===== src/rtl/apgc_pkg.sv =====
package apgc_pkg;

    localparam int FRAME_DEPTH_DEF   = 64;
    localparam int HISTORY_DEPTH_DEF = 512;
    localparam int GAIN_FRAC_DEF     = 10;

    localparam int SAMPLE_W        = 16;
    localparam int SAMPLE_MAX      = 32767;
    localparam int SAMPLE_MIN      = -32768;
    localparam int FULL_SCALE_LOG2 = 15;
    localparam int ACC_FRAC        = 16;
    localparam int DEN_W           = 16;
    localparam int GAIN_INT_W      = 6;

    localparam int CFG_ADDR_W = 3;
    localparam int CFG_DATA_W = 15;

    localparam logic [CFG_ADDR_W-1:0] REG_ANTICLIP = 3'd0;
    localparam logic [CFG_ADDR_W-1:0] REG_TARGET   = 3'd1;
    localparam logic [CFG_ADDR_W-1:0] REG_MAX_GAIN = 3'd2;
    localparam logic [CFG_ADDR_W-1:0] REG_SMOOTH   = 3'd3;
    localparam logic [CFG_ADDR_W-1:0] REG_HIST_LEN = 3'd4;

    localparam logic        RST_ANTICLIP = 1'b1;
    localparam logic [14:0] RST_TARGET   = 15'd25000;
    localparam logic [5:0]  RST_MAX_GAIN = 6'd32;
    localparam logic [3:0]  RST_SMOOTH   = 4'd8;
    localparam logic [9:0]  RST_HIST_LEN = 10'd400;

endpackage


===== src/rtl/apgc_divider.sv =====
module apgc_divider #(
    parameter int NW = 32,
    parameter int DW = apgc_pkg::DEN_W
) (
    input  logic          aclk,
    input  logic          aresetn,
    input  logic          start,
    input  logic [NW-1:0] numer,
    input  logic [DW-1:0] denom,
    output logic          done,
    output logic [NW-1:0] quotient,
    output logic [DW-1:0] remainder
);

    localparam int CNTW = $clog2(NW + 1);

    logic [NW-1:0]   quo_reg;
    logic [DW-1:0]   rem_reg;
    logic [DW-1:0]   den_reg;
    logic [CNTW-1:0] cnt_reg;
    logic            busy_reg;
    logic            done_reg;
    logic [DW:0]     shifted;
    logic [DW:0]     diff;
    logic            ge;

    assign shifted = {rem_reg, quo_reg[NW-1]};
    assign diff    = shifted - {1'b0, den_reg};
    assign ge      = (shifted >= {1'b0, den_reg});

    always_ff @(posedge aclk) begin
        if (!aresetn) begin
            busy_reg <= 1'b0;
            done_reg <= 1'b0;
            cnt_reg  <= '0;
        end else begin
            done_reg <= 1'b0;
            if (start) begin
                busy_reg <= 1'b1;
                cnt_reg  <= CNTW'(NW);
            end else if (busy_reg) begin
                cnt_reg <= cnt_reg - CNTW'(1);
                if (cnt_reg == CNTW'(1)) begin
                    busy_reg <= 1'b0;
                    done_reg <= 1'b1;
                end
            end
        end
    end

    always_ff @(posedge aclk) begin
        if (start) begin
            quo_reg <= numer;
            rem_reg <= '0;
            den_reg <= denom;
        end else if (busy_reg) begin
            quo_reg <= {quo_reg[NW-2:0], ge};
            rem_reg <= ge ? diff[DW-1:0] : shifted[DW-1:0];
        end
    end

    assign done      = done_reg;
    assign quotient  = quo_reg;
    assign remainder = rem_reg;

endmodule


===== config.mk =====
export PLATFORM = sky130hd
export DESIGN_NAME = apgc_divider
export DESIGN_NICKNAME = d
export VERILOG_FILES = /design/src/rtl/apgc_pkg.sv /design/src/rtl/apgc_divider.sv
export SDC_FILE = /design/constraint.sdc
export NUM_CORES = 1
export LEC_CHECK = 0
export ABC_CLOCK_PERIOD_IN_PS = 5400
export BUFFER_PORTS_ARGS = -buffer_cell sky130_fd_sc_hd__buf_2
export CORE_MARGIN = 1.5
export CORE_UTILIZATION = 60
export CTS_BUF_LIST = sky130_fd_sc_hd__clkbuf_4 sky130_fd_sc_hd__clkbuf_8
export CTS_CLUSTER_DIAMETER = 100
export CTS_CLUSTER_SIZE = 28
export DETAILED_ROUTE_END_ITERATION = 10
export PLACE_DENSITY = 0.89
export SYNTH_ARGS = -nofsm -noshare
export SYNTH_HDL_FRONTEND = slang
export SYNTH_SLANG_ARGS = --single-unit

===== constraint.sdc =====
create_clock -name aclk -period 5.4 [get_ports aclk]
set_input_delay 0.27 -clock aclk [delete_from_list [all_inputs] [get_ports aclk]]
set_output_delay 0.27 -clock aclk [all_outputs]
set_load 0.05 [all_outputs]

==> impl_metrics.yaml <==
final_layout:
  num_antenna_cells: 0
  fin_area_um2: 4640
  final_util_pct: 72.6
  largest_reg_flops: 32
  nets: 527
  syn_to_final_growth_pct: 16.6
  drive_gt1_share_pct: 34.8
floorplanning:
  chipHeight_um: 84.4
  die-area_um2: 7130
  die_w_um: 84.4
  rows: 29
  top_level_ports: 100
  core_um2: 6390
  start_util_pct: 62.3
cts:
  cts_buffer_depth: 2
  cts_max_level: 3
  clk_pin_slew_ps: 80
  cts-resized-gates: 0
  hold_buffers: 0
  clk_latency_ps: 350
  cts_tree: "yes"
  post_cts_buffers: 0
  cts_made_buffers: 9
  clkSinkCount: 72
  clockRootBuffer: "clkbuf_8"
placement:
  place_area_um2: 4450
  gp_congestion: 0.905
  numPortBuffers: 99
  hpwl_mm: 6.96
power_and_ir_drop:
  power_mw: 1.59
  ir_drop_uv: 276
  power_density_nw_per_um2: 342
  p_leak_nw: 1.97
grt:
  grt_remaining_overflow: 0
  grt_pass1_vias: 3266
  grtUsageTotal_pct: 28.6
  grt_pass1_wl_mm: 15.9
  grt_antenna_before_repair: 1
  grt_max_degree: 67
setup_path:
  r2r_slack_ps: 2520
  endpoint_kind: "register"
  setup.worst_path.class: "reg2reg"
  cp_top_family: "simple AND/OR/NAND/NOR gates"
  worstPathRequired_ps: 5510
  crit_path_start_kind: "register"
  cp_num_buf_inv: 0
  crit_arrival_ps: 2980
  timing.critical_path.cells: "ha_1, a21o_1, a211oi_1, and2_0, nand2_1, mux2_2"
  critPathMaxFanout: 14
  critPathSlowestCell: "and2_0"
  cpPeakStageDelay_ps: 680
min_path:
  hold_path.class: "in2reg"
routing:
  wl_per_cell_um: 18.3
  first_pass_iters: 5
  drt_iter0_drc: 186
  vias_per_cell: 6.12
  routed_wl_mm: 9.84
  ant_nets: 0
  num_vias: 3301
  drc: 0
job:
  drv_cap: 0
run_status:
  status: "finished clean"
timing:
  fin_tns_setup_ps: 0
  hold_viol: 0
  rsz0062_at_grt: "false"
  finalCriticalPeriod_ps: 2880
  final.period_utilization_pct: 53.3
  fmax_mhz: 347
  setup_viol: 0
  drv_slew: 0
  skew_ps: 9.43
  slew-limit-headroom_pct: 23.4
  tightest_slew_ps: 1150
yosys:
  ys_seq_elements: 72
  synth_nets: 434
  synthCells: 364
  yosysTopAreaCellShare_pct: 36.2
  async_flop_share_pct: 0
  syn_area_um2: 3980
  syn_avg_cell_area_um2: 10.9
  ys.flop_type: "edfxtp_1"
  ys_warn_count: 0
  synth_seq_area_share_pct: 48.3
  yosysUniqueCellTypes: 62
  netlist_top_cells_area: "edfxtp_1, dfxtp_1, mux2_2, ha_1, nor2_1"
  synth_top_area_cell: "edfxtp_1"
  synth-edff-count: 48
[area by class of cell]
class,count,area [um^2]
Sequential cell,72,1920
Multi-Input combinational cell,248,1820
Fill cell,448,1750
Timing Repair Buffer,101,510
Clock buffer,10,131
Tap cell,77,96.3
Inverter,25,93.8
Clock inverter,6,60.1
[placed cells by master (no fill, tap or decap), types with 5 or more instances in the layout]
cell and count:
dfxtp_1 24, mux2_2 32, clkbuf_8 9, inv_1 24
nand3_1 19, nor3_1 6, o41ai_1 5, a21oi_1 13
edfxtp_1 48, a311oi_1 9, xnor2_1 11, buf_2 99
a211oi_1 6, nor2_1 30, o21ai_0 20, ha_1 18
nand2_1 20, a21o_1 5
[per-stage QoR]
| stage | hold slack [ps] | std cells | setup WS, ps |
|---|---|---|---|
| 4_1_cts | 82.7 | 539 | 2530 |
| 3_3_place_gp | 446 | 523 | 2620 |
| 3_5_place_dp | 448 | 523 | 2550 |
| 6_report | 88.9 | 539 | 2520 |
| 2_1_floorplan | 369 | 364 | 2920 |
| 5_1_grt | 74.8 | 539 | 2340 |
[cells by family (layout without fill, tap and decap cells)]
family	after synthesis	count (layout)	synth area share [%]
adder cells (fa/ha/maj)	19	19	6.17
AO/OA/AOI/OAI	85	85	15.3
buffers and inverters	44	142	5.82
XOR/XNOR	13	13	2.86
multiplexers	33	33	9.31
flip-flops	72	72	48.3
AND/OR/NAND/NOR	98	98	12.3
[cells in the mapped netlist (5+ instances only)]
library cell	n
edfxtp_1	48
mux2_2	32
nor2_1	30
dfxtp_1	24
inv_1	24
nand2_1	20
o21ai_0	20
nand3_1	19
ha_1	18
a21oi_1	13
xnor2_1	11
a311oi_1	9
a211oi_1	6
clkbuf_1	6
nor3_1	6
a21o_1	5
o41ai_1	5
[power by group]
group | switching, mW | total [mW] | internal (mW)
combinational | 0.321 | 0.472 | 0.152
clock | 0.207 | 0.423 | 0.216
sequential | 0.0421 | 0.690 | 0.648
total | 0.570 | 1.59 | 1.02
[routing by layer]
metal  GRT usage [%]  part of all wire (%)  vias up  wire, um
met5               0                  0.17        -        17
met4            10.9                   2.3        2       229
met3            11.1                   9.1       24       892
met2            46.5                    48      160      4700
met1            34.7                    41     1571      4000
li1                -                     -     1544         -
[path summary, 6_finish.rpt]
check                  to           from  cells past startpoint
max reg2reg   quotient[0]  remainder[13]                      6
min reg2reg  remainder[5]   remainder[5]                      2
min            den_reg[3]       denom[3]                      1
max           quotient[0]  remainder[13]                      6
Power figures use the tool's default switching activity.
