$ cat src/rtl/apgc_pkg.sv
package apgc_pkg;

    localparam int FRAME_DEPTH_DEF   = 64;
    localparam int HISTORY_DEPTH_DEF = 512;
    localparam int GAIN_FRAC_DEF     = 10;

    localparam int SAMPLE_W        = 16;
    localparam int SAMPLE_MAX      = 32767;
    localparam int SAMPLE_MIN      = -32768;
    localparam int FULL_SCALE_LOG2 = 15;
    localparam int ACC_FRAC        = 16;
    localparam int DEN_W           = 16;
    localparam int GAIN_INT_W      = 6;

    localparam int CFG_ADDR_W = 3;
    localparam int CFG_DATA_W = 15;

    localparam logic [CFG_ADDR_W-1:0] REG_ANTICLIP = 3'd0;
    localparam logic [CFG_ADDR_W-1:0] REG_TARGET   = 3'd1;
    localparam logic [CFG_ADDR_W-1:0] REG_MAX_GAIN = 3'd2;
    localparam logic [CFG_ADDR_W-1:0] REG_SMOOTH   = 3'd3;
    localparam logic [CFG_ADDR_W-1:0] REG_HIST_LEN = 3'd4;

    localparam logic        RST_ANTICLIP = 1'b1;
    localparam logic [14:0] RST_TARGET   = 15'd25000;
    localparam logic [5:0]  RST_MAX_GAIN = 6'd32;
    localparam logic [3:0]  RST_SMOOTH   = 4'd8;
    localparam logic [9:0]  RST_HIST_LEN = 10'd400;

endpackage

$ cat src/rtl/apgc_scaler.sv
module apgc_scaler #(
    parameter int GW = 16,
    parameter int F  = 10
) (
    input  logic                 aclk,
    input  logic signed [15:0]   sample,
    input  logic [GW-1:0]        gain,
    output logic signed [15:0]   scaled,
    output logic                 clipped
);

    localparam int PRW = GW + 17;
    localparam logic signed [PRW-1:0] LIM_HI = PRW'(apgc_pkg::SAMPLE_MAX);
    localparam logic signed [PRW-1:0] LIM_LO = PRW'(apgc_pkg::SAMPLE_MIN);

    logic signed [PRW-1:0] prod_reg;
    logic signed [PRW-1:0] shifted;

    always_ff @(posedge aclk) begin
        prod_reg <= PRW'(sample) * PRW'($signed({1'b0, gain}));
    end

    assign shifted = prod_reg >>> F;

    always_comb begin
        if (shifted > LIM_HI) begin
            scaled  = 16'sh7FFF;
            clipped = 1'b1;
        end else if (shifted < LIM_LO) begin
            scaled  = 16'sh8000;
            clipped = 1'b1;
        end else begin
            scaled  = shifted[15:0];
            clipped = 1'b0;
        end
    end

endmodule

$ cat config.mk
export PLATFORM = sky130hd
export DESIGN_NAME = apgc_scaler
export DESIGN_NICKNAME = d
export VERILOG_FILES = /design/src/rtl/apgc_pkg.sv /design/src/rtl/apgc_scaler.sv
export SDC_FILE = /design/constraint.sdc
export NUM_CORES = 1
export LEC_CHECK = 0
export BUFFER_PORTS_ARGS = -buffer_cell sky130_fd_sc_hd__buf_2
export CAP_MARGIN = 40
export CORE_MARGIN = 2
export CORE_UTILIZATION = 59
export DETAILED_ROUTE_END_ITERATION = 8
export PLACE_DENSITY_LB_ADDON = 0.12
export SLEW_MARGIN = 20
export SYNTH_ARGS = -nofsm -noshare
export SYNTH_HDL_FRONTEND = slang
export SYNTH_SLANG_ARGS = --single-unit
$ cat constraint.sdc
create_clock -name aclk -period 11.7 [get_ports aclk]
set_clock_uncertainty 0.15 [all_clocks]
set_input_delay 1.755 -clock aclk [delete_from_list [all_inputs] [get_ports aclk]]
set_output_delay 1.755 -clock aclk [all_outputs]
set_load 0.005 [all_outputs]
==> impl_results.html <==
<table>
<tr><th>Metric</th><th>Value</th></tr>
<tr><th colspan="2">Status</th></tr>
<tr><td>Outcome</td><td>finished clean</td></tr>
<tr><th colspan="2">Global routing</th></tr>
<tr><td>Most utilized layer in the global route result</td><td>met2</td></tr>
<tr><td>Wire length of the first global-routing pass</td><td>32900 um</td></tr>
<tr><td>Maximum number of pins on one net before global-route repair</td><td>17</td></tr>
<tr><td>Via count of the first global-routing pass</td><td>6816</td></tr>
<tr><td>Met2 Usage GRT</td><td>0.465</td></tr>
<tr><td>Aggregate global routing overflow</td><td>0</td></tr>
<tr><td>Aggregate global-route resource usage</td><td>0.258</td></tr>
<tr><td>Met3 GRT Util</td><td>0.0284</td></tr>
<tr><td>Initial antenna violation count</td><td>0</td></tr>
<tr><td>Met1 track demand over resource</td><td>0.328</td></tr>
<tr><th colspan="2">Setup path</th></tr>
<tr><td>CP peak stage delay</td><td>0.55 ns</td></tr>
<tr><td>Buffers &amp; Inverters on Critical Path</td><td>6</td></tr>
<tr><td>Ordered cell list for the critical path</td><td>buf_2, nand2_1, fa_1, inv_1, fa_1, inv_1, fa_1, inv_1, fa_1, fa_1, inv_1, fa_1, inv_1, ha_1, a21o_1, a21o_1, a21oi_1, nor2_1, a2111oi_2, o22ai_1, or2_1, a21oi_2, xnor2_1</td></tr>
<tr><td>Critical Path Fanout Max</td><td>16</td></tr>
<tr><td>Critical Path Most Common Cell</td><td>fa_1</td></tr>
<tr><td>Req. time, crit path</td><td>approximately 12 ns</td></tr>
<tr><td>Worst Setup Start Kind</td><td>input pin</td></tr>
<tr><td>Critical path class</td><td>input pin to flop</td></tr>
<tr><td>Arrival time of the worst setup path</td><td>7.59 ns</td></tr>
<tr><td>Gate family responsible for the most delay along the worst path</td><td>adder cells</td></tr>
<tr><td>Setup crit end kind</td><td>flop</td></tr>
<tr><td>Critical path startpoint</td><td>sample[7]</td></tr>
<tr><td>Worst-path cell with the longest stage delay</td><td>fa_1</td></tr>
<tr><th colspan="2">Placement</th></tr>
<tr><td>Port bufs</td><td>49</td></tr>
<tr><td>Detail Placement HPWL</td><td>16100 um</td></tr>
<tr><td>Weighted congestion reported at the end of routability-driven placement</td><td>0.840</td></tr>
<tr><th colspan="2">Synth</th></tr>
<tr><td>Portion of netlist area occupied by mux cells</td><td>0</td></tr>
<tr><td>Ranking of synthesized cells by area</td><td>fa_1 (43%), ha_1 (16%), inv_1 (10%)</td></tr>
<tr><td>Main combinational cell family by area after synthesis</td><td>adder cells</td></tr>
<tr><td>Number of synthesis warnings</td><td>0</td></tr>
<tr><td>Cell area after synthesis</td><td>0.00905 mm^2</td></tr>
<tr><td>Yosys cell types</td><td>41</td></tr>
<tr><td>Total nets after synthesis</td><td>1360</td></tr>
<tr><td>Cell type contributing the most total cell area after synthesis</td><td>fa_1</td></tr>
<tr><td>Post-synth EDFFs</td><td>0</td></tr>
<tr><td>Share of flip-flops with an asynchronous set or reset after synthesis</td><td>0</td></tr>
<tr><td>Synthesized-area fraction occupied by and/or/nand/nor cells</td><td>0.162</td></tr>
<tr><td>Main synth FF type</td><td>dfxtp_1</td></tr>
<tr><td>Mean area per synthesized cell</td><td>8.92 um^2</td></tr>
<tr><td>Adder-cell share of the synthesized area</td><td>0.591</td></tr>
<tr><td>Share of the synthesized area in the top cell type</td><td>0.427</td></tr>
<tr><td>Number of instances in the synthesized netlist</td><td>1015</td></tr>
<tr><td>Flop and latch count out of synthesis</td><td>23</td></tr>
<tr><td>Portion of the post-synthesis area used by sequential elements</td><td>0.0509</td></tr>
<tr><td>Synth Area in XOR/XNOR</td><td>0.0223</td></tr>
<tr><td>Compound-cell area share of the yosys netlist</td><td>0.0541</td></tr>
<tr><th colspan="2">Clocking</th></tr>
<tr><td>Post-cts gate resize count</td><td>0</td></tr>
<tr><td>Number of levels in the clock H-tree</td><td>1</td></tr>
<tr><td>Number of buffers created by CTS</td><td>3</td></tr>
<tr><td>Clock-pin transition on the worst setup and hold timing paths</td><td>roughly 0.06 ns</td></tr>
<tr><td>Cell chosen for the clock root</td><td>clkbuf_16</td></tr>
<tr><td>Post-CTS Hold Buffers</td><td>0</td></tr>
<tr><td>Buffers inserted during post-CTS setup optimization</td><td>0</td></tr>
<tr><td>Number of sinks driven by the clock tree</td><td>23</td></tr>
<tr><td>Clock tree from TritonCTS</td><td>built</td></tr>
<tr><td>Max Buffers Root-to-Sink</td><td>2</td></tr>
<tr><th colspan="2">Floorplanning</th></tr>
<tr><td>Die Outline Area</td><td>0.0163 mm^2</td></tr>
<tr><td>Width of the chip</td><td>128 um</td></tr>
<tr><td>I/O pin count</td><td>50</td></tr>
<tr><td>Vertical die dimension</td><td>128 um</td></tr>
<tr><td>Row count</td><td>45</td></tr>
<tr><td>Starting density of the core</td><td>0.600</td></tr>
<tr><td>Core area</td><td>between 0.015 and 0.02 mm^2</td></tr>
<tr><th colspan="2">Route</th></tr>
<tr><td>Number of design rule violations left after detail routing</td><td>0</td></tr>
<tr><td>DRT Wirelength</td><td>19200 um</td></tr>
<tr><td>Routed vias</td><td>6438</td></tr>
<tr><td>Iteration count of the initial detailed-routing pass</td><td>4</td></tr>
<tr><td>Detailed Route Iter0 Violations</td><td>234</td></tr>
<tr><td>Mean routed wirelength per cell</td><td>15.7 um</td></tr>
<tr><td>Antenna violation net count after detailed routing</td><td>0</td></tr>
<tr><td>Post-DR vias/cell</td><td>roughly 5.3</td></tr>
<tr><th colspan="2">STA</th></tr>
<tr><td>Relative max-transition margin</td><td>0.656</td></tr>
<tr><td>Tcrit/Tclk final</td><td>0.645</td></tr>
<tr><td>Number of setup violations in the final report</td><td>0</td></tr>
<tr><td>Slew Limit Fails</td><td>0</td></tr>
<tr><td>Final Hold Violating Endpoints</td><td>0</td></tr>
<tr><td>Setup repair after global routing missed its margin</td><td>false</td></tr>
<tr><td>Aggregate negative setup slack</td><td>0 ns</td></tr>
<tr><td>Pin slew with the least headroom to its limit</td><td>roughly 0.51 ns</td></tr>
<tr><td>F_max</td><td>between 100 and 150 MHz</td></tr>
<tr><td>Crit path time final</td><td>roughly 7.5 ns</td></tr>
<tr><th colspan="2">Flow run</th></tr>
<tr><td>Max-Cap Viols</td><td>0</td></tr>
<tr><th colspan="2">Worst hold path</th></tr>
<tr><td>Hold crit path type</td><td>input pin to flop</td></tr>
<tr><td>Worst hold path startpoint</td><td>sample[15]</td></tr>
<tr><th colspan="2">Final layout</th></tr>
<tr><td>Layout Area Growth over Synthesis</td><td>4.94%</td></tr>
<tr><td>Diode insertion count for antenna repair</td><td>0</td></tr>
<tr><td>Layout cell share with drive strength beyond 1</td><td>0.0599</td></tr>
<tr><td>Number of nets in the layout</td><td>between 1000 and 1500</td></tr>
<tr><td>Number of flip-flops under the largest register name</td><td>23</td></tr>
</table>
cell usage after synthesis, drive strengths merged (2+ instances only):
cell type and number:
nand3 7, and2 116, dfxtp 23, nand4 2
xnor2 13, nand2 132, inv 253, a21o 8
nor2 24, o21a 16, nand2b 5, o21bai 2
fa 193, clkbuf 34, ha 119, nor3 6
a21oi 24, xor2 10, o21ai 9
area by class of cell:
cell class              count  area [um^2]
clock buffers               3         75.1
flip-flops and latches     23          460
multi-input cells         704         7510
inverters                 253          950
repair buffers             51          260
fillers                  1359         5590
well taps                 188          235
clock inverters             1         7.51
through the flow:
step,setup slack [ns],cells,utilization,hold slack [ns],cell area (um^2)
floorplan,4.32,1015,-,1.99,9050
global placement,4.00,1217,0.623,2.03,9400
detailed placement,3.86,1219,0.624,2.03,9420
CTS,4.14,1223,0.629,2.13,9500
global route,3.81,1223,0.629,2.20,9500
finish,4.15,1223,0.629,2.14,9500
metal layers:
| layer | vias up | wire (um) |
|---|---|---|
| li1 | 3030 | - |
| met1 | 3262 | 7820 |
| met2 | 120 | 10200 |
| met3 | 26 | 625 |
| met4 | 0 | 518 |
| met5 | - | 0 |
cells in the final DEF (no fill, tap or decap), types with 13 or more instances in the layout:
cell	instances
fa_1	193
and2_1	116
o21a_1	16
nor2_1	24
a21oi_1	22
xnor2_1	13
buf_2	49
nand2_1	132
inv_1	253
ha_1	119
dfxtp_1	23
final timing paths:
| path | endpoint | cells past startpoint |
|---|---|---|
| worst max-delay path | prod_reg[23] | 23 |
| worst min-delay path | prod_reg[32] | 5 |
kinds of logic after synthesis:
family | count (synthesis)
xor+xnor | 23
flops | 23
buf+inv | 288
fa+ha+maj | 312
compound gates | 70
simple gates | 299
Power is left out: the tool's default activity adds up to more than one toggle a clock period on the data nets, which glitch-free logic cannot reach.
